===== config.mk =====
export PLATFORM = sky130hd
export DESIGN_NAME = gbl_emit
export DESIGN_NICKNAME = d
export VERILOG_FILES = /design/src/rtl/core/gbl_pkg.sv /design/src/rtl/core/gbl_emit.sv
export SDC_FILE = /design/constraint.sdc
export NUM_CORES = 1
export LEC_CHECK = 0
export BUFFER_PORTS_ARGS = -buffer_cell sky130_fd_sc_hd__buf_2
export CORE_MARGIN = 1.5
export CORE_UTILIZATION = 45
export DETAILED_ROUTE_END_ITERATION = 7
export HOLD_SLACK_MARGIN = 0.06
export PLACE_DENSITY = 0.73
export SETUP_SLACK_MARGIN = 0.5
export SYNTH_ARGS = -nofsm -noshare
export SYNTH_HDL_FRONTEND = slang
export SYNTH_SLANG_ARGS = --single-unit

===== constraint.sdc =====
create_clock -name clock -period 5 [get_ports clock]
set_clock_uncertainty 0.2 [all_clocks]
set_input_delay 1 -clock clock [delete_from_list [all_inputs] [get_ports clock]]
set_output_delay 1 -clock clock [all_outputs]
set_load 0.1 [all_outputs]

===== src/rtl/core/gbl_pkg.sv =====
package gbl_pkg;

   localparam int SAMPLE_W    = 8;
   localparam int COORD_W     = 12;
   localparam int CHAN_W      = 2;
   localparam int VSUM_W      = 10;
   localparam int ACC_W       = 12;
   localparam int CSR_INDEX_W = 2;
   localparam int CSR_DATA_W  = 13;
   localparam int MAX_HEIGHT  = 4096;
   localparam int QUEUE_DEPTH = 4;

   localparam logic [CSR_INDEX_W-1:0] CSR_IMAGE_WIDTH   = 2'd0;
   localparam logic [CSR_INDEX_W-1:0] CSR_IMAGE_HEIGHT  = 2'd1;
   localparam logic [CSR_INDEX_W-1:0] CSR_CHANNEL_COUNT = 2'd2;

   localparam logic [12:0] IMAGE_WIDTH_RESET   = 13'd640;
   localparam logic [12:0] IMAGE_HEIGHT_RESET  = 13'd480;
   localparam logic [2:0]  CHANNEL_COUNT_RESET = 3'd1;

   // one window column, element 0 is the oldest row, element 2 the newest
   typedef logic [2:0][SAMPLE_W-1:0] column_type;

   // classified request, front to back
   typedef struct packed {
      logic [SAMPLE_W-1:0] sample;
      logic [COORD_W-1:0]  col;
      logic [COORD_W-1:0]  row;
      logic [CHAN_W-1:0]   chan;
      logic                first_col;
      logic                row_ge1;
      logic                row_ge2;
      logic                last_col;
      logic                last_row;
      logic                frame_last;
   } item_type;

   // window snapshot handed to the result sequencer
   typedef struct packed {
      logic [2:0][VSUM_W-1:0] vsum_centre;   // rows 0,1,2 weighted 1,2,1
      logic [2:0][VSUM_W-1:0] vsum_bottom;   // rows 1,2,2 weighted 1,2,1
      logic [COORD_W-1:0]     col;
      logic [COORD_W-1:0]     row;
      logic [CHAN_W-1:0]      chan;
      logic [3:0]             mask;          // up-left, up-right, cur-left, cur-right
      logic                   frame_last;
   } snap_type;

endpackage


===== src/rtl/core/gbl_emit.sv =====
module gbl_emit (
   input  logic                          clock,
   input  logic                          reset,
   input  logic                          snap_valid,
   input  gbl_pkg::snap_type             snap,
   output logic                          snap_ready,
   output logic                          rsp_valid,
   input  logic                          rsp_ready,
   output logic [gbl_pkg::SAMPLE_W-1:0]  rsp_filtered_value,
   output logic [gbl_pkg::COORD_W-1:0]   rsp_out_column,
   output logic [gbl_pkg::COORD_W-1:0]   rsp_out_row,
   output logic [gbl_pkg::CHAN_W-1:0]    rsp_out_channel,
   output logic                          rsp_run_last,
   output logic                          rsp_frame_end
);

   localparam int AC = gbl_pkg::ACC_W;

   gbl_pkg::snap_type snap_ff;
   logic [3:0]        pend_ff, pend_in;
   logic              rsp_valid_ff, rsp_valid_in;
   logic [gbl_pkg::SAMPLE_W-1:0] value_ff;
   logic [gbl_pkg::COORD_W-1:0]  column_ff, row_ff;
   logic [gbl_pkg::CHAN_W-1:0]   channel_ff;
   logic              run_last_ff, frame_end_ff;

   logic [3:0]        pick, pend_rest;
   logic              sel_row, sel_col, out_free, emit, take;
   logic [2:0][gbl_pkg::VSUM_W-1:0] vs;
   logic [AC-1:0]     acc;

   always_comb begin
      // lowest pending result goes first
      if (pend_ff[0])
         pick = 4'b0001;
      else if (pend_ff[1])
         pick = 4'b0010;
      else if (pend_ff[2])
         pick = 4'b0100;
      else
         pick = 4'b1000;
      sel_row   = pick[2] | pick[3];
      sel_col   = pick[1] | pick[3];
      pend_rest = pend_ff & ~pick;

      out_free   = ~rsp_valid_ff | rsp_ready;
      emit       = (pend_ff != '0) & out_free;
      snap_ready = (pend_ff == '0) | (emit & (pend_rest == '0));
      take       = snap_valid & snap_ready;

      vs = sel_row ? snap_ff.vsum_bottom : snap_ff.vsum_centre;
      if (sel_col)   // right edge clamped: columns 1,2,2
         acc = AC'(vs[1]) + AC'({vs[2], 1'b0}) + AC'(vs[2]);
      else
         acc = AC'(vs[0]) + AC'({vs[1], 1'b0}) + AC'(vs[2]);

      if (take)
         pend_in = snap.mask;
      else if (emit)
         pend_in = pend_rest;
      else
         pend_in = pend_ff;

      rsp_valid_in = emit ? 1'b1 : (rsp_ready ? 1'b0 : rsp_valid_ff);
   end

   always_ff @(posedge clock) begin
      if (reset) begin
         pend_ff      <= '0;
         rsp_valid_ff <= 1'b0;
      end else begin
         pend_ff      <= pend_in;
         rsp_valid_ff <= rsp_valid_in;
      end
   end

   always_ff @(posedge clock) begin
      if (take)
         snap_ff <= snap;
      if (emit) begin
         value_ff     <= acc[AC-1:4];
         column_ff    <= sel_col ? snap_ff.col : snap_ff.col - 1'b1;
         row_ff       <= sel_row ? snap_ff.row : snap_ff.row - 1'b1;
         channel_ff   <= snap_ff.chan;
         run_last_ff  <= (pend_rest == '0);
         frame_end_ff <= (pend_rest == '0) & snap_ff.frame_last;
      end
   end

   assign rsp_valid          = rsp_valid_ff;
   assign rsp_filtered_value = value_ff;
   assign rsp_out_column     = column_ff;
   assign rsp_out_row        = row_ff;
   assign rsp_out_channel    = channel_ff;
   assign rsp_run_last       = run_last_ff;
   assign rsp_frame_end      = frame_end_ff;

endmodule


==> results by group <==
STA
  – Final Critical Period: 4.092 ns
  – Hold Worst Slack: 0.2185 ns
  – RSZ-0062 raised after global routing: no
  – Period utilisation layout: 0.8185
  – Final Setup Violations: 0
  – Count of final max-slew check failures: 0
  – Final hold vios: 0
  – Max Fclk: 244.4 MHz
  – Actual slew at the worst max-slew pin: 1.164 ns
  – Worst relative slew slack: 0.2242
  – Setup TNS Final: 0 ns

Critical path
  – CP arrival: 4.07 ns
  – Crit-path cells: or2_2 > buf_4 > mux2i_1 > inv_1 > ha_1 > a311o_1 > ha_1 > o21a_1 > o21ai_0 > a21o_1 > o21ai_0 > o211ai_1 > a32o_1
  – Crit-path slowest cell: dfxtp_1
  – CP Max Fanout: 18
  – Worst path required time: 4.97 ns
  – Crit. End Element: flop
  – Setup CP Type: reg -> reg
  – CP max stage delay: 0.52 ns
  – Worst setup SP type: flop

Power and ir drop
  – Gate power share: 0.318
  – Static leakage: 3.135 nW
  – VDD IR max: 258.8 uV
  – Clock power share: 0.323
  – Power per Cell Area: 501.4 nW/um2
  – Power, Total: 3.856 mW
  – Share of power burned in registers: 0.359
  – Internal: 2.490 mW
  – Sw power: 1.366 mW
  – Fraction of power spent switching nets: 0.3543

Route
  – Routed vias/inst: 5.256
  – WL final: 12.91 mm
  – Antenna Nets Post-Route: 0
  – TritonRoute pass-1 iters: 5
  – DRC errors left: 0
  – Number of DRC markers in iteration 0: 312
  – Routed wire per std cell: 15.88 um
  – Routed via count: 4,273

Floorplan
  – Die Area: 14,530 um2
  – Area of the core: 13,350 um2
  – I/O pin total: 133
  – Die X: 120.6 um
  – Initial Util: 0.4659
  – Row count: 42
  – Die span in y: 120.6 um

Place
  – Placed cells: 780
  – RePlAce Congestion: 0.8339
  – Post-DP HPWL: 9.142 mm
  – Port buffer count: 132

GRT
  – Tot GR Track Use: 0.1871
  – First-pass GRT wire length: 20.62 mm
  – Initial antenna violation count: 0
  – Total grt overflow: 0
  – Largest net degree at the start of global routing: 92
  – Vias in the first global route: 4,353

Clock network
  – TritonCTS clock tree: built
  – Clk slew on worst S/H paths: 0.06 ns
  – H-tree depth: 4
  – Root Driver: clkbuf_16
  – Clock latency on the worst-skew pair: 0.42 ns
  – Sinks on Clock Net: 128
  – Total CTS buffers: 17
  – CTS max path bufs: 2

Synthesis
  – Syn Area/Cell: 12.90 um2
  – YS warnings: 0
  – Post-synthesis async set-or-reset flop share: 0
  – Post-synth EDFFs: 123
  – Register area share after synthesis: 0.6101
  – Yosys cell types: 52
  – Mapped cell area: 6218 um2
  – Synth Net Count: 613
  – Cell count after synthesis: 482
  – Ys flop type: edfxtp_1
  – Number of synthesized register bits: 128

Cells and area
  – Synth-to-Final Area Change: 23.66%
  – Share of layout cells above drive strength 1: 0.2767
  – Commonest non-fill, non-tap cell in the layout: buf_2
  – Most frequent cells in the layout: buf_2, edfxtp_1, nand2_1
  – Final non-filler cell total: 813
  – Layout Nets: 754

Job
  – Max Cap Viol: 0

Hold path
  – Worst hold path type: reg -> reg

Run status
  – Outcome: finished, final reports clean
[critical path: cells and delay by family, from the launching register on]
kind	cells	cell delay (ns)
compound gates	7	1.30
fa+ha+maj	2	0.64
flops	1	0.52
mux	1	0.32
buf+inv	2	0.44
simple gates	1	0.44
[routing by layer]
metal	wire [um]	track usage	share of wire	vias to the layer above
met5	0	0	0	-
met4	207	0.07574	0.016	0
met3	822	0.05755	0.064	18
met2	6183	0.3082	0.48	136
met1	5700	0.2298	0.44	2054
li1	-	-	-	2065
[sequential cells by signal (all words and copies together), names as in the netlist]
register / count
rsp_frame_end: 1
rsp_out_channel: 2
rsp_run_last: 1
rsp_valid: 1
rsp_out_row: 12
snap_ff: 87
rsp_filtered_value: 8
pend_ff: 4
rsp_out_column: 12
[synthesized netlist by cell type (3+ instances only)]
| cell type | number | area [um2] |
|---|---|---|
| nor2_1 | 25 | 93.84 |
| buf_2 | 3 | 15.01 |
| dfxtp_1 | 5 | 100.1 |
| xor2_1 | 24 | 210.2 |
| and3_1 | 7 | 43.79 |
| nor4_1 | 5 | 31.28 |
| nand2_1 | 61 | 229.0 |
| a21oi_1 | 27 | 135.1 |
| maj3_1 | 3 | 30.03 |
| clkbuf_1 | 9 | 33.78 |
| a22oi_1 | 3 | 22.52 |
| fa_1 | 8 | 160.2 |
| ha_1 | 28 | 350.3 |
| xnor2_1 | 26 | 227.7 |
| nand3_1 | 6 | 30.03 |
| o21bai_1 | 3 | 22.52 |
| o21ai_0 | 21 | 105.1 |
| edfxtp_1 | 123 | 3694 |
| a311o_1 | 6 | 60.06 |
| inv_1 | 16 | 60.06 |
| nand2b_1 | 7 | 43.79 |
| a21o_1 | 3 | 22.52 |
| nor3_1 | 10 | 50.05 |
| o211ai_1 | 5 | 37.54 |
| nand3b_1 | 4 | 30.03 |
| mux2i_1 | 12 | 120.1 |
[layout make-up]
| class | count | area [um2] |
|---|---|---|
| fill | 1106 | 5658 |
| inverter | 16 | 60.06 |
| timing repair buffer | 136 | 690.7 |
| multi-input combinational | 324 | 2317 |
| sequential | 128 | 3794 |
| antenna | 1 | 2.502 |
| tap | 176 | 220.2 |
| clock buffer | 19 | 442.9 |
| clock inverter | 13 | 162.7 |
[per-stage QoR]
stage / setup WS, ns / utilization / cell area, um2
6_report: 0.9076 / 0.5761 / 7690
5_1_grt: 0.6513 / 0.5759 / 7687
4_1_cts: 0.6611 / 0.5759 / 7687
3_5_place_dp: 0.7548 / 0.5306 / 7082
3_3_place_gp: 0.9843 / 0.5306 / 7082
2_1_floorplan: 1.172 / - / 6218
[final timing paths]
path         cells after the start        from               endpoint  slack, ns
max reg2reg                     13  pend_ff[0]  rsp_filtered_value[5]       0.91
min reg2reg                      0  snap_ff[5]     rsp_out_channel[0]       0.22
min                              0  snap_ff[5]     rsp_out_channel[0]       0.22
max                             13  pend_ff[0]  rsp_filtered_value[5]       0.91
[cells by family (layout without fill, tap and decap cells)]
kind of cell | count (synthesis) | in the layout | synth area share
xor gates and xnor gates | 50 | 50 | 0.07042
and+or+nand+nor | 140 | 140 | 0.1076
adders and majority gates | 39 | 39 | 0.08692
buffers and inverters | 30 | 184 | 0.01932
other | 0 | 1 | 0
DFF | 128 | 128 | 0.6101
muxes | 12 | 12 | 0.01932
AOI/OAI and AO/OA | 83 | 83 | 0.08632
[power groups by stage]
stage / registers (mW) / logic, mW / clock network (mW)
after global routing: 1.39 / 1.33 / 1.32
final: 1.38 / 1.23 / 1.25
after floorplan: 1.78 / 0.585 / 0
after detailed placement: 1.40 / 1.21 / 0
after global placement: 1.40 / 1.20 / 0
after CTS: 1.38 / 1.23 / 1.27
[repair_timing]
item                       CTS  global route
setup endpoints to repair    0             2
buffers inserted             0             0
hold buffers                 0             0
resized for setup            0             1
(Power assumes the default switching activity.)
