`src/rtl/core/gbl_pkg.sv`:
```
package gbl_pkg;

   localparam int SAMPLE_W    = 8;
   localparam int COORD_W     = 12;
   localparam int CHAN_W      = 2;
   localparam int VSUM_W      = 10;
   localparam int ACC_W       = 12;
   localparam int CSR_INDEX_W = 2;
   localparam int CSR_DATA_W  = 13;
   localparam int MAX_HEIGHT  = 4096;
   localparam int QUEUE_DEPTH = 4;

   localparam logic [CSR_INDEX_W-1:0] CSR_IMAGE_WIDTH   = 2'd0;
   localparam logic [CSR_INDEX_W-1:0] CSR_IMAGE_HEIGHT  = 2'd1;
   localparam logic [CSR_INDEX_W-1:0] CSR_CHANNEL_COUNT = 2'd2;

   localparam logic [12:0] IMAGE_WIDTH_RESET   = 13'd640;
   localparam logic [12:0] IMAGE_HEIGHT_RESET  = 13'd480;
   localparam logic [2:0]  CHANNEL_COUNT_RESET = 3'd1;

   // one window column, element 0 is the oldest row, element 2 the newest
   typedef logic [2:0][SAMPLE_W-1:0] column_type;

   // classified request, front to back
   typedef struct packed {
      logic [SAMPLE_W-1:0] sample;
      logic [COORD_W-1:0]  col;
      logic [COORD_W-1:0]  row;
      logic [CHAN_W-1:0]   chan;
      logic                first_col;
      logic                row_ge1;
      logic                row_ge2;
      logic                last_col;
      logic                last_row;
      logic                frame_last;
   } item_type;

   // window snapshot handed to the result sequencer
   typedef struct packed {
      logic [2:0][VSUM_W-1:0] vsum_centre;   // rows 0,1,2 weighted 1,2,1
      logic [2:0][VSUM_W-1:0] vsum_bottom;   // rows 1,2,2 weighted 1,2,1
      logic [COORD_W-1:0]     col;
      logic [COORD_W-1:0]     row;
      logic [CHAN_W-1:0]      chan;
      logic [3:0]             mask;          // up-left, up-right, cur-left, cur-right
      logic                   frame_last;
   } snap_type;

endpackage

```
`src/rtl/core/gbl_front.sv`:
```
module gbl_front #(
   parameter int MAX_WIDTH    = 4096,
   parameter int MAX_CHANNELS = 4,
   localparam int CNTW = $clog2(MAX_WIDTH),
   localparam int AW   = $clog2(MAX_WIDTH * MAX_CHANNELS),
   localparam int CW   = (MAX_CHANNELS > 1) ? $clog2(MAX_CHANNELS) : 1
) (
   input  logic                                  clock,
   input  logic                                  reset,
   input  logic                                  csr_valid,
   output logic                                  csr_ready,
   input  logic [gbl_pkg::CSR_INDEX_W-1:0]       csr_index,
   input  logic [gbl_pkg::CSR_DATA_W-1:0]        csr_data,
   input  logic                                  req_valid,
   output logic                                  req_ready,
   input  logic [gbl_pkg::SAMPLE_W-1:0]          req_sample_value,
   input  logic                                  push_ready,
   output logic                                  push_valid,
   output logic [AW-1:0]                         push_addr,
   output logic [CW-1:0]                         push_wsel,
   output gbl_pkg::item_type                     push_item
);

   logic [12:0]     image_width_ff, image_width_in;
   logic [12:0]     image_height_ff, image_height_in;
   logic [2:0]      channel_count_ff, channel_count_in;
   logic [CNTW-1:0] col_ff, col_in;
   logic [11:0]     row_ff, row_in;
   logic [CW-1:0]   ch_ff, ch_in;
   logic [AW-1:0]   addr_ff, addr_in;

   logic [CNTW-1:0] col_last;
   logic [11:0]     row_last;
   logic [CW-1:0]   ch_last;
   logic            accept, csr_write;
   logic            at_ch_end, at_col_end, at_row_end;

   assign csr_ready  = 1'b1;
   assign csr_write  = csr_valid & csr_ready;
   assign req_ready  = push_ready;
   assign accept     = req_valid & req_ready;
   assign push_valid = accept;

   // registers saturate into their usable range
   always_comb begin
      if (image_width_ff == '0)
         col_last = '0;
      else if (32'(image_width_ff) > MAX_WIDTH)
         col_last = CNTW'(MAX_WIDTH - 1);
      else
         col_last = CNTW'(image_width_ff - 13'd1);

      if (image_height_ff == '0)
         row_last = '0;
      else if (32'(image_height_ff) > gbl_pkg::MAX_HEIGHT)
         row_last = 12'(gbl_pkg::MAX_HEIGHT - 1);
      else
         row_last = 12'(image_height_ff - 13'd1);

      if (channel_count_ff == '0)
         ch_last = '0;
      else if (32'(channel_count_ff) > MAX_CHANNELS)
         ch_last = CW'(MAX_CHANNELS - 1);
      else
         ch_last = CW'(channel_count_ff - 3'd1);
   end

   assign at_ch_end  = (ch_ff == ch_last);
   assign at_col_end = (col_ff == col_last);
   assign at_row_end = (row_ff == row_last);

   always_comb begin
      push_addr             = addr_ff;
      push_wsel             = ch_ff;
      push_item.sample      = req_sample_value;
      push_item.col         = 12'(col_ff);
      push_item.row         = row_ff;
      push_item.chan        = 2'(ch_ff);
      push_item.first_col   = (col_ff == '0);
      push_item.row_ge1     = (row_ff != '0);
      push_item.row_ge2     = (row_ff[11:1] != '0);
      push_item.last_col    = at_col_end;
      push_item.last_row    = at_row_end;
      push_item.frame_last  = at_ch_end & at_col_end & at_row_end;
   end

   always_comb begin
      image_width_in   = image_width_ff;
      image_height_in  = image_height_ff;
      channel_count_in = channel_count_ff;
      col_in           = col_ff;
      row_in           = row_ff;
      ch_in            = ch_ff;
      addr_in          = addr_ff;
      if (csr_write) begin
         unique case (csr_index)
            gbl_pkg::CSR_IMAGE_WIDTH: begin
               image_width_in = csr_data;
            end
            gbl_pkg::CSR_IMAGE_HEIGHT: begin
               image_height_in = csr_data;
            end
            gbl_pkg::CSR_CHANNEL_COUNT: begin
               channel_count_in = csr_data[2:0];
            end
            default: begin
            end
         endcase
         // any known register restarts the frame
         if (csr_index == gbl_pkg::CSR_IMAGE_WIDTH || csr_index == gbl_pkg::CSR_IMAGE_HEIGHT
             || csr_index == gbl_pkg::CSR_CHANNEL_COUNT) begin
            col_in  = '0;
            row_in  = '0;
            ch_in   = '0;
            addr_in = '0;
         end
      end else if (accept) begin
         ch_in   = at_ch_end ? '0 : ch_ff + 1'b1;
         addr_in = (at_ch_end && at_col_end) ? '0 : addr_ff + 1'b1;
         if (at_ch_end) begin
            col_in = at_col_end ? '0 : col_ff + 1'b1;
            if (at_col_end) begin
               row_in = at_row_end ? '0 : row_ff + 1'b1;
            end
         end
      end
   end

   always_ff @(posedge clock) begin
      if (reset) begin
         image_width_ff   <= gbl_pkg::IMAGE_WIDTH_RESET;
         image_height_ff  <= gbl_pkg::IMAGE_HEIGHT_RESET;
         channel_count_ff <= gbl_pkg::CHANNEL_COUNT_RESET;
         col_ff           <= '0;
         row_ff           <= '0;
         ch_ff            <= '0;
         addr_ff          <= '0;
      end else begin
         image_width_ff   <= image_width_in;
         image_height_ff  <= image_height_in;
         channel_count_ff <= channel_count_in;
         col_ff           <= col_in;
         row_ff           <= row_in;
         ch_ff            <= ch_in;
         addr_ff          <= addr_in;
      end
   end

endmodule

```
`config.mk`:
```
export PLATFORM = sky130hd
export DESIGN_NAME = gbl_front
export DESIGN_NICKNAME = d
export VERILOG_FILES = /design/src/rtl/core/gbl_pkg.sv /design/src/rtl/core/gbl_front.sv
export SDC_FILE = /design/constraint.sdc
export NUM_CORES = 1
export LEC_CHECK = 0
export ABC_AREA = 1
export BUFFER_PORTS_ARGS = -buffer_cell sky130_fd_sc_hd__clkbuf_2
export CAP_MARGIN = 30
export CORE_MARGIN = 3
export CORE_UTILIZATION = 30
export CTS_CLUSTER_SIZE = 40
export DETAILED_ROUTE_END_ITERATION = 7
export RECOVER_POWER = 100
export SLEW_MARGIN = 40
export SYNTH_ARGS = -nofsm -noshare
export SYNTH_HDL_FRONTEND = slang
export SYNTH_SLANG_ARGS = --single-unit
export TNS_END_PERCENT = 10
```
`constraint.sdc`:
```
create_clock -name clock -period 2.5 [get_ports clock]
set_input_delay 0.125 -clock clock [delete_from_list [all_inputs] [get_ports clock]]
set_output_delay 0.125 -clock clock [all_outputs]
set_load 0.02 [all_outputs]
```
==> results.toml <==
[logic_synthesis]
syn_area_sq_um = 4890
synth_cell_types = 32
yosys_warnings = 0
yosysSeqAreaShare_pct = 28.3
synthCells = 808
ys_ff_latch = 69
synth_area_per_cell_sq_um = 6.05
syn_nets = 844

[routing]
drc_errors = 0
vias_per_cell = 4.78
vias = 5405
wl_microns = 15300
drtIter0Drc = 411
ant_nets = 0
wl_per_cell_microns = 13.6
dr.pass1.iters = 7

[floorplanning]
die_w_microns = 134
start_util_pct = 30.8
dieHeight_microns = 134
rows = 46
core_area_sq_um = 15900
die_area_sq_um = 17900
ios = 87

[setup_path]
crit_arrival_ns = 2.54
worstPathCellList = "inv_2 > ha_4 > nand2_4 > buf_4 > o21ai_0 > nand3_1 > nand2_1 > nand2_1 > inv_1 > nand4_1 > nor2_1 > nand2_2 > nor4_4 > buf_4"
slowest_stage = "dfxtp_2"
crit_type = "reg -> out"
crit_path_start = "image_width_ff[0]"
worstPathRequired_ns = 2.38
crit_path_end_kind = "output pin"
reg2reg_depth = 18
reg2reg_from = "image_height_ff[1]"
cpPeakStageDelay_ns = 0.32
crit_path_max_fanout = 3
start_kind = "register"

[power]
p_leak_nw = 2.76
ir_drop_mv = 0.346
p_per_area_nw_per_um2 = 526
power_w = 0.00333

[global_routing]
antenna_found_initial = 0
overflow = 0
grt_max_degree = 33
grtUsageTotal_pct = 16.9
grt_pass1_wl_microns = 24400
grt_pass1_vias = 4980

[hold_path]
worstHoldPathType = "in -> reg"
min_from = "csr_data[11]"
whs_path_depth = 3

[clocking]
clk_latency_ns = 0.34
clock-sinks = 69
cts_made_buffers = 9
htree_levels = 3
cts_buffer_depth = 2
clk_pin_slew_ns = 0.06
cts-root-buf = "clkbuf_16"
cts_tree = "done"

[finish]
antenna-diode-count = 0
fillCellCount = 1743
final_common_cell = "nand2_1"
mostFrequentLayoutCells = "198 x nand2_1, 88 x nor2_1, 84 x inv_1, 72 x nand3_1, 64 x dfxtp_1"
layout.nets = 946
drive_above_1_share_pct = 18.9
area_delta_synth_final_pct = 29.6

[placement]
gp_congestion = 0.905
dp_hpwl_microns = 11100
port_buffers = 69
pre_cts_ws_ns = -0.0890

[timing]
final-max-slew-violation-count = 0
finalCritPeriodShare_pct = 107
rsz0062_at_grt = "true"
hold_viol = 0
tightestPinTransition_ns = 0.624
setup_viol = 2
fmax_mhz = 375
timing.final.ws_setup_ns = -0.166
fin_crit_ns = 2.67
skew_ns = 0.00480
relSlewSlack_pct = 58.4

[status]
status = "complete, but fails checks"
violations = "negative setup slack"

[job]
cap_violations = 0
metrics by stage:
stage	area, sq um	TNS (ns)	hold slack, ns	cells	utilization (%)
6_report	6330	-0.206	0.0158	1131	39.9
5_1_grt	6330	-2.00	0.0360	1131	39.9
4_1_cts	6170	-0.293	0.00884	1121	38.9
3_5_place_dp	5600	-0.161	0.250	1091	35.2
3_3_place_gp	5600	-0.148	0.250	1091	35.2
2_1_floorplan	4890	0	0.255	808	-
sequential cells by signal, summed over array words and instances, names as in the netlist:
signal and flops:
image_width_ff 13, channel_count_ff 3, push_addr 14, row_ff 12, image_height_ff 13, push_wsel 2
col_ff 12
cell families (layout without fill, tap and decap cells):
logic type                 Yosys count  in the layout  synth area share [%]
AOI/OAI and AO/OA                  110            110                  11.8
xor gates and xnor gates            24             24                  4.30
adders and majority gates            9              9                  2.25
buffers and inverters              131            236                  11.8
DFF                                 69             69                  28.3
other                                1              1                0.0767
and+or+nand+nor                    464            466                  41.5
cells in the mapped netlist:
| cell type | instances | area (sq um) |
|---|---|---|
| nand3_1 | 80 | 400 |
| xor2_1 | 19 | 166 |
| nand2_4 | 1 | 11.3 |
| xnor2_1 | 5 | 43.8 |
| buf_2 | 5 | 25.0 |
| dfxtp_1 | 69 | 1380 |
| o211ai_1 | 7 | 52.6 |
| nand2_1 | 217 | 815 |
| maj3_1 | 1 | 10.0 |
| nand4_2 | 1 | 12.5 |
| nor2_4 | 1 | 11.3 |
| o21bai_1 | 2 | 15.0 |
| nand4_1 | 19 | 119 |
| conb_1 | 1 | 3.75 |
| nand3b_1 | 8 | 60.1 |
| nor4_1 | 4 | 25.0 |
| nand3_2 | 3 | 30.0 |
| ha_1 | 8 | 100 |
| a21o_1 | 2 | 15.0 |
| buf_4 | 15 | 113 |
| nor2_2 | 6 | 37.5 |
| nor3b_1 | 2 | 15.0 |
| o21ai_0 | 45 | 225 |
| clkbuf_1 | 17 | 63.8 |
| or2_2 | 2 | 12.5 |
| buf_6 | 3 | 33.8 |
| nor3_1 | 10 | 50.1 |
| and2_1 | 1 | 6.26 |
| nor2_1 | 104 | 390 |
| a21oi_1 | 54 | 270 |
| inv_1 | 91 | 342 |
| nand2_2 | 5 | 31.3 |
where the power goes:
| part | total, W | internal (W) | leakage [nW] | switching (W) |
|---|---|---|---|---|
| Combinational | 0.000773 | 0.000283 | 2.04 | 0.000490 |
| Clock | 0.00136 | 0.000853 | 0.152 | 0.000506 |
| Sequential | 0.00120 | 0.00115 | 0.564 | 0.0000567 |
final timing paths:
kind,endpoint,slack [ns]
max,push_item[0],-0.17
min,image_height_ff[11],0.02
max reg2reg,row_ff[4],0.02
min reg2reg,channel_count_ff[1],0.46
layout make-up:
cell class              count  area [sq um]  share of cell area, %
clock buffers              13           270                   4.27
flip-flops and latches     69          1390                   21.9
repair buffers            129           782                   12.3
multi-input cells         610          3240                   51.1
well taps                 216           270                   4.27
inverters                  91           342                   5.39
clock inverters             3          42.5                  0.672
timing repair:
action / 4_1_cts / 5_1_grt
gates resized for setup: 47 / 57
setup endpoints to repair: 10 / 27
gates cloned: 2 / 0
buffers inserted: 12 / 10
pin swaps: 16 / 28
hold buffers: 0 / 0
critical path, delay by kind of cell (launching register included):
family | cells | cell delay (ns)
AO/OA/AOI/OAI | 1 | 0.28
buffers and inverters | 4 | 0.46
flip-flops | 1 | 0.32
adder cells (fa/ha/maj) | 1 | 0.14
AND/OR/NAND/NOR | 8 | 0.98
per-layer routing:
layer / part of all wire, % / global-route usage [%] / vias up
li1: - / - / 2806
met1: 47 / 22.9 / 2421
met2: 44 / 26.2 / 152
met3: 7.0 / 4.87 / 26
met4: 2.0 / 5.31 / 0
met5: 0 / 0 / -
No activity file was read; power rests on OpenSTA's default activity.
