### src/rtl/core/gbl_queue.sv
module gbl_queue #(
   parameter int WIDTH = 8,
   parameter int DEPTH = 4,
   localparam int PW = $clog2(DEPTH),
   localparam int NW = $clog2(DEPTH + 1)
) (
   input  logic             clock,
   input  logic             reset,
   input  logic             push_valid,
   output logic             push_ready,
   input  logic [WIDTH-1:0] push_data,
   output logic             head_valid,
   output logic [WIDTH-1:0] head_data,
   input  logic             head_pop
);

   logic [WIDTH-1:0] slots_ff [DEPTH];
   logic [PW-1:0]    wr_ptr_ff, wr_ptr_in;
   logic [PW-1:0]    rd_ptr_ff, rd_ptr_in;
   logic [NW-1:0]    count_ff, count_in;
   logic             push, pop;

   assign push_ready = (count_ff != NW'(DEPTH));
   assign head_valid = (count_ff != '0);
   assign head_data  = slots_ff[rd_ptr_ff];
   assign push       = push_valid & push_ready;
   assign pop        = head_pop & head_valid;

   always_comb begin
      wr_ptr_in = wr_ptr_ff;
      rd_ptr_in = rd_ptr_ff;
      count_in  = count_ff;
      if (push)
         wr_ptr_in = (wr_ptr_ff == PW'(DEPTH - 1)) ? '0 : wr_ptr_ff + 1'b1;
      if (pop)
         rd_ptr_in = (rd_ptr_ff == PW'(DEPTH - 1)) ? '0 : rd_ptr_ff + 1'b1;
      if (push && !pop)
         count_in = count_ff + 1'b1;
      else if (pop && !push)
         count_in = count_ff - 1'b1;
   end

   always_ff @(posedge clock) begin
      if (reset) begin
         wr_ptr_ff <= '0;
         rd_ptr_ff <= '0;
         count_ff  <= '0;
      end else begin
         wr_ptr_ff <= wr_ptr_in;
         rd_ptr_ff <= rd_ptr_in;
         count_ff  <= count_in;
      end
   end

   always_ff @(posedge clock) begin
      if (push)
         slots_ff[wr_ptr_ff] <= push_data;
   end

endmodule

### config.mk
export PLATFORM = sky130hd
export DESIGN_NAME = gbl_queue
export DESIGN_NICKNAME = d
export VERILOG_FILES = /design/src/rtl/core/gbl_queue.sv
export SDC_FILE = /design/constraint.sdc
export NUM_CORES = 1
export LEC_CHECK = 0
export BUFFER_PORTS_ARGS = -buffer_cell sky130_fd_sc_hd__buf_2
export CORE_MARGIN = 4
export CORE_UTILIZATION = 40
export DETAILED_ROUTE_END_ITERATION = 6
export GPL_TIMING_DRIVEN = 0
export PLACE_DENSITY = 0.57
export SKIP_CTS_REPAIR_TIMING = 1
export SLEW_MARGIN = 15
export SYNTH_ARGS = -nofsm -noshare
export SYNTH_HDL_FRONTEND = slang
export SYNTH_SLANG_ARGS = --single-unit
### constraint.sdc
create_clock -name clock -period 2.45 [get_ports clock]
set_input_delay 0.1225 -clock clock [delete_from_list [all_inputs] [get_ports clock]]
set_output_delay 0.1225 -clock clock [all_outputs]
set_load 0.005 [all_outputs]
==> results of run 1 <==
==> final timing paths <==
kind | start | endpoint | slack, ps | depth (start not counted)
max | count_ff[1]$_SDFFE_PP0P_ | count_ff[2]$_SDFFE_PP0P_ | 140 | 9
min | push_data[0] | slots_ff[2][0]$_DFFE_PP_ | 50 | 1
max reg2reg | count_ff[1]$_SDFFE_PP0P_ | count_ff[2]$_SDFFE_PP0P_ | 140 | 9
min reg2reg | rd_ptr_ff[0]$_SDFFE_PP0P_ | rd_ptr_ff[0]$_SDFFE_PP0P_ | 510 | 2
==> state kept, by name (all words and copies together), names as in the netlist, named ones only <==
signal	count
rd_ptr_ff	2
count_ff	3
slots_ff	32
wr_ptr_ff	2
==> worst max-delay path: stages, from the launching register on <==
cell and delay (ps):
dfxtp_1 420, or3b_1 140, clkbuf_2 150, and2_4 180, ha_1 180, inv_1 60, fa_1 370, xor2_1 160
or3_2 400, a21oi_1 160
==> cell families after synthesis <==
family / after synthesis / synth area share (%)
adders and majority gates: 7 / 5.82
muxes: 11 / 12.9
AOI/OAI and AO/OA: 5 / 2.14
buffers and inverters: 7 / 1.76
DFF: 41 / 69.8
xor gates and xnor gates: 2 / 1.07
and+or+nand+nor: 17 / 6.51
==> per-layer routing <==
layer	up-vias	GRT usage (%)	routed length (um)
met3	8	3.19	120
met2	19	19.3	1350
li1	400	-	-
met1	402	12.6	1010
met5	-	0	0
met4	0	6.26	69
==> stage by stage <==
step           cell area (um2)  setup slack [ps]  cells  hold WS, ps  utilization [%]
5_1_grt                   1890              6.54    166         38.9             49.8
6_report                  1890               142    166         46.2             49.8
3_3_place_gp              1790               129    158          334             47.2
4_1_cts                   1880              38.1    166         39.7             49.6
2_1_floorplan             1630               280     90          221                -
3_5_place_dp              1790              77.5    158          345             47.2
==> cells in the mapped netlist <==
library cell,number
nor2_1,3
clkbuf_2,1
or3_2,2
inv_1,3
o31ai_1,1
a21oi_1,2
nor3_1,1
mux4_2,8
or3_1,1
and2_4,1
ha_1,6
clkbuf_1,1
edfxtp_1,32
dfxtp_1,9
nand3_1,1
buf_1,1
buf_2,1
and3_2,4
nand2b_1,2
or3b_1,1
xor2_1,2
mux2i_1,3
nand2_1,1
o21ai_0,1
fa_1,1
o31ai_2,1
==> report_power, final <==
group / leakage (nW) / internal [mW] / switching [mW]
combinational: 0.283 / 0.259 / 0.234
sequential: 0.368 / 0.857 / 0.0578
clock: 0.0455 / 0.229 / 0.209
total: 0.696 / 1.35 / 0.501
==> layout by cell type (no fill, tap or decap), types with 3 or more instances in the layout <==
master / Yosys / final
clkbuf_8: 0 / 6
clkbuf_1: 1 / 3
and3_2: 4 / 4
ha_1: 6 / 6
mux2i_1: 3 / 3
nor2_1: 3 / 3
inv_1: 3 / 3
dfxtp_1: 9 / 8
buf_2: 1 / 21
mux4_2: 8 / 8
edfxtp_1: 32 / 32
==> final cells by class <==
cell class	instances	area (um2)
plain buffers	4	17.5
clock buffers	8	90.1
fillers	340	1910
inverters	3	11.3
multi-input cells	42	469
flip-flops and latches	41	1140
well taps	48	60.1
repair buffers	20	100
==> metrics, run 1 <==
chip height 71.9 um; Detail Route Antenna Nets 0; H-tree depth 2; Starting Density 43.0%; Max-Cap Viols 0; drt via density 4.99; startpoint types flip-flop; nets@finish about 140; GP Congestion 0.697; IO Port Bufs 20; drt drc 0; Core Footprint 0.00380 mm2; final setup fails 0; CP Data Arrival Time approximately 2500 ps; Crit Path Class flip-flop to flip-flop; Tcrit/Tclk final 94.2%; max_slew headroom 63.9%; Clock Tree Root clkbuf_8; 1st-pass router iterations 3; CTS tree done; I/O pins 22; CTS sink count 41; sequential fraction of the synthesis area 69.8%; ant diodes 0; Worst-Margin Slew 542 ps; Post-Syn Area 0.00163 mm2; Peak VDD IR 487 uV; leakage between 0.6 and 0.7 nW; Req. time, crit path 2660 ps; Post-Route WL around 2500 um; clock-pin transition on the worst setup and hold timing paths 70 ps; clk_skew 1.30 ps; Setup TNS Final 0 ps; share of the synthesized area in the top cell type 58.8%; row cnt 22; number of library cell types mapped by synthesis 26; Worst setup EP type flip-flop; syn_area_per_cell 18.2 um2; outcome finished clean; final hold violation count 0; cell taking the most area after synthesis edfxtp_1; RSZ-0062 raised after global routing false; critical path fanouts, max 7; Final min period approximately 2300 ps; Area contributors post-synth edfxtp_1 59%, dfxtp_1 11%, mux4_2 11%; post-layout power 1.85 mW; post-synthesis cell count 90; Die Area 0.00517 mm2; Via Count 829; clk_lat worst skew 290 ps; synth warn 0; flops & latches, synth 41; Net Count, Synth 109; hold crit path type primary input to flip-flop; drt initial violations 36; Max Clk Rate 0.433 GHz; deepest clock path buffer count 2; largest net degree at the start of global routing 13; share of cells above drive strength 1 39.0%; Pwr Density 976 mW/mm2; vias in the first global route 879; WL per Instance 15.3 um; DP HPWL 1830 um; die width ~72 um; initial antenna violation count 0; final slew viol count 0; gr ovfl total 0; Global Route Usage Sum 11.3%; area grow syn2layout 15.7%; global-route wire length before repair 4240 um; number of CTS-inserted buffers 5
Note: power is estimated with default switching activity, not from simulation.
==> run 2, diff against run 1 <==
Settings changed: ABC_AREA from default to 0, CELL_PAD_IN_SITES_DETAIL_PLACEMENT from default to 1, CELL_PAD_IN_SITES_GLOBAL_PLACEMENT from default to 2, PLACE_DENSITY 0.57 to 0.73, SKIP_CTS_REPAIR_TIMING 1 to default.
==> metrics, run 2 (synthesized netlist as in run 1, its figures left out) <==
outcome finished clean (unchanged); Starting Density 43.0% (unchanged); FF-to-FF path depth 9 (unchanged); chip height 71.9 um (unchanged); Detail Route Antenna Nets 0 (unchanged); number of fill cells 372 (was 340); share of cells above drive strength 1 41.5% (was 39.0%); slack of the worst reg-to-reg path 200 ps (was 140 ps); crit path launch count_ff[1]$_SDFFE_PP0P_ (unchanged); worst setup path endpoint count_ff[2]$_SDFFE_PP0P_ (unchanged); gr ovfl total 0 (unchanged); CTS tree done (unchanged); Worst-Margin Slew 504 ps (was 542 ps); FF/Latch Area 0.00114 mm2 (about the same); 1st-pass router iterations 3 (unchanged); Pwr Density 971 mW/mm2 (was 976 mW/mm2); DP HPWL 1990 um (was 1830 um); I/O pins 22 (unchanged); GP Congestion 0.762 (was 0.697); drt initial violations 75 (was 36); row cnt 22 (unchanged); R2R Path End count_ff[2]$_SDFFE_PP0P_ (unchanged); drt via density 5.08 (was 4.99); nets@finish 136 (unchanged); Max-Cap Viols 0 (unchanged); drt drc 0 (unchanged); ant diodes 0 (unchanged); leakage 0.695 nW (was 0.696 nW); startpoint types flip-flop (unchanged); Tcrit/Tclk final 91.7% (was 94.2%); clk_lat worst skew 290 ps (about the same); R2R Path Start count_ff[1]$_SDFFE_PP0P_ (unchanged); Peak VDD IR 374 uV (was 487 uV); initial antenna violation count 0 (unchanged); final slew viol count 0 (unchanged); number of CTS-inserted buffers 5 (unchanged); most common cell after layout, fill and taps aside edfxtp_1 (unchanged); Hold Buf Count CTS 0; Die Area 0.00517 mm2 (unchanged); Placed Area 0.00179 mm2 (unchanged); WL per Instance 16.5 um (was 15.3 um); hold crit path type primary input to flip-flop (unchanged); die width 71.9 um (unchanged); vias in the first global route 943 (was 879); clk_skew 2.32 ps (was 1.30 ps); Final min period 2250 ps (was 2310 ps); area grow syn2layout 15.5% (was 15.7%); Post-Layout Cell Count 166 (unchanged); WHS Path Cells 1 (unchanged); Placed Cells incl. Taps 158 (unchanged); clock-pin transition on the worst setup and hold timing paths 70 ps (about the same); RSZ-0062 raised after global routing false (unchanged); final hold violation count 0 (unchanged); deepest clock path buffer count 2 (unchanged); max_slew headroom 66.4% (was 63.9%); Worst setup EP type flip-flop (unchanged); critical path fanouts, max 7 (unchanged); largest registers slots_ff (32), count_ff (3) (unchanged); global-route wire length before repair 4550 um (was 4240 um); H-tree depth 2 (unchanged); final instance area 0.00189 mm2 (about the same); Most flops, register slots_ff (unchanged); Req. time, crit path 2670 ps (was 2660 ps); post-layout power 1.83 mW (was 1.85 mW); Crit Path Class flip-flop to flip-flop (unchanged); Clock Tree Root clkbuf_8 (unchanged); Global Route Usage Sum 12.3% (was 11.3%); final setup fails 0 (unchanged); commonest non-fill, non-tap cells in the layout 32 x edfxtp_1, 21 x buf_2, 8 x mux4_2 (was 32 x edfxtp_1, 21 x buf_2, 8 x mux4_2, 8 x dfxtp_1); max FFs per register 32 (unchanged); Post-Route WL 2740 um (was 2550 um); IO Port Bufs 20 (unchanged); CTS sink count 41 (unchanged); largest net degree at the start of global routing 14 (was 13); footprint of the multi-input gates 469 um2 (unchanged); CP Data Arrival Time 2470 ps (was 2520 ps); Via Count 844 (was 829); Core Footprint 0.00380 mm2 (unchanged); Max Clk Rate 0.445 GHz (was 0.433 GHz)
[run 2: changes by cell type in the layout (fill, tap and decap cells not counted), sizes merged]
cell | before | now
clkinv | 0 | 2
clkbuf | 10 | 7
clkinvlp | 0 | 1
[run 2: through the flow]
step / utilization, % / setup WS, ps / setup TNS [ps] / hold WS [ps]
after floorplan: - / 280 / 0 / 221
after global placement: 47.2 / 82.1 / 0 / 334
after detailed placement: 47.2 / -13.6 / -13.6 / 351
after CTS: 49.6 / 97.6 / 0 / 40.9
after global routing: 49.7 / 35.8 / 0 / 37.0
final: 49.7 / 203 / 0 / 50.5
[run 2: worst min path at each step]
stage	startpoint	endpoint	slack [ps]
finish	push_data[3]	slots_ff[1][3]$_DFFE_PP_	50
global placement	push_data[1]	slots_ff[2][1]$_DFFE_PP_	330
floorplan	push_data[0]	slots_ff[0][0]$_DFFE_PP_	220
detailed placement	push_data[6]	slots_ff[2][6]$_DFFE_PP_	350
global route	push_data[3]	slots_ff[1][3]$_DFFE_PP_	40
CTS	push_data[6]	slots_ff[2][6]$_DFFE_PP_	40
[run 2: final cells by class]
| class | instances | area share, % |
|---|---|---|
| Clock buffer | 5 | 3.64 |
| Inverter | 3 | 0.596 |
| Sequential cell | 41 | 60.6 |
| Buffer | 4 | 0.928 |
| Tap cell | 48 | 3.18 |
| Clock inverter | 3 | 0.928 |
| Multi-Input combinational cell | 42 | 24.9 |
| Timing Repair Buffer | 20 | 5.30 |
[run 2: critical path: stages (launching register included)]
cell,delay [ps]
dfxtp_2,390
or3b_1,130
clkbuf_2,160
and2_4,180
ha_1,180
inv_1,60
fa_1,370
xor2_1,160
or3_2,400
a21oi_1,140
[run 2: timing repair]
action	4_1_cts	5_1_grt
gates resized for setup	1	2
setup buffers	0	0
endpoints found under the setup margin	1	1
hold endpoints to repair	0	0
[run 2: metal layers]
layer	wire length, um	GRT usage (%)	vias to the layer above
met2	1390	20.2	17
met1	1130	14.2	419
met3	147	4.43	7
li1	-	-	401
met4	67	6.26	0
met5	0	0	-
[run 2: where the power goes]
part           leakage, nW  total, mW  switching [mW]  internal, mW
registers            0.368      0.920          0.0614         0.858
clock network       0.0439      0.417           0.221         0.196
logic                0.283      0.495           0.237         0.258
==> run 3, diff against run 2 <==
Settings changed: CORE_UTILIZATION 40 to 37, PLACE_DENSITY 0.73 to 0.71.
Clock period 2.45 ns to 1.85 ns, I/O delays scaled along.
==> metrics, run 3 (synthesized netlist as in run 1, its figures left out) <==
WL per Instance 17.3 um (was 16.5 um); Global Route Usage Sum 12.2% (was 12.3%); post-layout power 2.83 mW (was 1.83 mW); share of cells above drive strength 1 50.4% (was 41.5%); leakage 0.754 nW (was 0.695 nW); H-tree depth 2 (unchanged); final hold violation count 0 (unchanged); Buf/Inv on CP 2 (unchanged); commonest non-fill, non-tap cells in the layout 32 x edfxtp_1, 21 x buf_2, 9 x buf_4 (was 32 x edfxtp_1, 21 x buf_2, 8 x mux4_2); area grow syn2layout 24.7% (was 15.5%); final instance area 0.00204 mm2 (was 0.00189 mm2); Peak VDD IR 656 uV (was 374 uV); outcome complete, but fails checks (was finished clean); drt via density 4.99 (was 5.08); Worst setup EP type flip-flop (unchanged); Detail Route Antenna Nets 0 (unchanged); CTS sink count 41 (unchanged); global-route wire length before repair 4840 um (was 4550 um); 1st-pass router iterations 3 (unchanged); largest registers slots_ff (32), count_ff (3) (unchanged); Worst path slowest cell dfxtp_4 (was or3_2); startpoint types flip-flop (unchanged); Max-Cap Viols 0 (unchanged); GP Congestion 0.677 (was 0.762); max_slew headroom 63.4% (was 66.4%); Req. time, crit path 2070 ps (was 2670 ps); die width 74.5 um (was 71.9 um); Starting Density 39.4% (was 43.0%); Worst-Margin Slew 549 ps (was 504 ps); hold crit path type primary input to flip-flop (unchanged); final slew viol count 0 (unchanged); Hold WS 17.3 ps (was 50.5 ps); CP Data Arrival Time 2150 ps (was 2470 ps); ant diodes 0 (unchanged); DP HPWL 2140 um (was 1990 um); CTS tree done (unchanged); clk_skew 5.89 ps (was 2.32 ps); vias in the first global route 940 (was 943); Max Clk Rate 0.516 GHz (was 0.445 GHz); Core Footprint 0.00414 mm2 (was 0.00380 mm2); final core utilization 49.2% (was 49.7%); Crit Path Class flip-flop to flip-flop (unchanged); drt initial violations 30 (was 75); chip height 74.5 um (was 71.9 um); Post-Layout Cell Count 177 (was 166); gr ovfl total 0 (unchanged); RSZ-0062 raised after global routing true (was false); most common cell after layout, fill and taps aside edfxtp_1 (unchanged); cell breakdown of the critical path buf_6 -> o31ai_4 -> ha_4 -> inv_2 -> fa_2 -> xor2_2 -> or3_4 -> a21oi_2 (was or3b_1 -> clkbuf_2 -> and2_4 -> ha_1 -> inv_1 -> fa_1 -> xor2_1 -> or3_2 -> a21oi_1); Hold Buf Count CTS 0 (unchanged); final setup fails 1 (was 0); largest net degree at the start of global routing 14 (unchanged); number of CTS-inserted buffers 5 (unchanged); row cnt 23 (was 22); Placed Cells incl. Taps 160 (was 158); max FFs per register 32 (unchanged); Post-Route WL 3060 um (was 2740 um); Tcrit/Tclk final 105% (was 91.7%); Final min period 1940 ps (was 2250 ps); clock-pin transition on the worst setup and hold timing paths 80 ps (was 70 ps); nets@finish 145 (was 136); initial antenna violation count 0 (unchanged); Clock Tree Root clkbuf_8 (unchanged); Via Count 883 (was 844); Crit path max-delay family adder cells (was simple AND/OR/NAND/NOR gates); Placed Area 0.00184 mm2 (was 0.00179 mm2); drt drc 0 (unchanged); I/O pins 22 (unchanged); critical path fanouts, max 3 (was 7); deepest clock path buffer count 2 (unchanged); Final WS setup -88.3 ps (was 203 ps); Most flops, register slots_ff (unchanged); IO Port Bufs 20 (unchanged); Pwr Density 1390 mW/mm2 (was 971 mW/mm2); failing checks negative setup slack; clk_lat worst skew 290 ps (about the same); CP max stage delay 350 ps (was 400 ps); Die Area 0.00554 mm2 (was 0.00517 mm2)
run 3: cell types whose count changed in the layout (fill, tap and decap cells not counted), sizes merged:
cell,before,now
clkinv,2,1
buf,22,32
clkbuf,7,6
bufinv,0,1
run 3: cell type report:
class                   instances  area, um2
plain buffers                   3       12.5
clock buffers                   5       68.8
clock inverters                 3       41.3
fillers                       422       2110
inverters                       3       11.3
multi-input cells              42        510
flip-flops and latches         41       1150
well taps                      50       62.6
repair buffers                 30        179
run 3: through the flow:
stage	TNS [ps]	setup slack, ps
after floorplan	-197	-140
after detailed placement	-466	-289
after CTS	-285	-171
final	-88.3	-88.3
after global routing	-251	-204
after global placement	-339	-215
run 3: power breakdown:
| part | switching, mW | total (mW) | internal, mW |
|---|---|---|---|
| Clock | 0.302 | 0.699 | 0.397 |
| Combinational | 0.407 | 0.919 | 0.512 |
| Sequential | 0.0637 | 1.21 | 1.15 |
| Total | 0.773 | 2.83 | 2.06 |
run 3: path summary, 6_finish.rpt:
path	from	endpoint	slack, ps	cells past startpoint
hold reg to reg	rd_ptr_ff[0]$_SDFFE_PP0P_	flip-flop	530	2
setup / recovery	count_ff[2]$_SDFFE_PP0P_	count_ff[2]$_SDFFE_PP0P_	-90	8
hold / removal	push_data[3]	slots_ff[0][3]$_DFFE_PP_	20	1
setup reg to reg	count_ff[2]$_SDFFE_PP0P_	count_ff[2]$_SDFFE_PP0P_	-90	8
run 3: layer usage:
metal / track usage, % / wire length [um]
met1: 15.0 / 1330
met2: 20.6 / 1560
met3: 4.19 / 140
met4: 2.96 / 23
met5: 0 / 0
run 3: timing repair:
item / in CTS / in global routing
buffers inserted: 8 / 2
pin swaps: 3 / 1
gates resized for setup: 6 / 1
endpoints found under the setup margin: 2 / 2
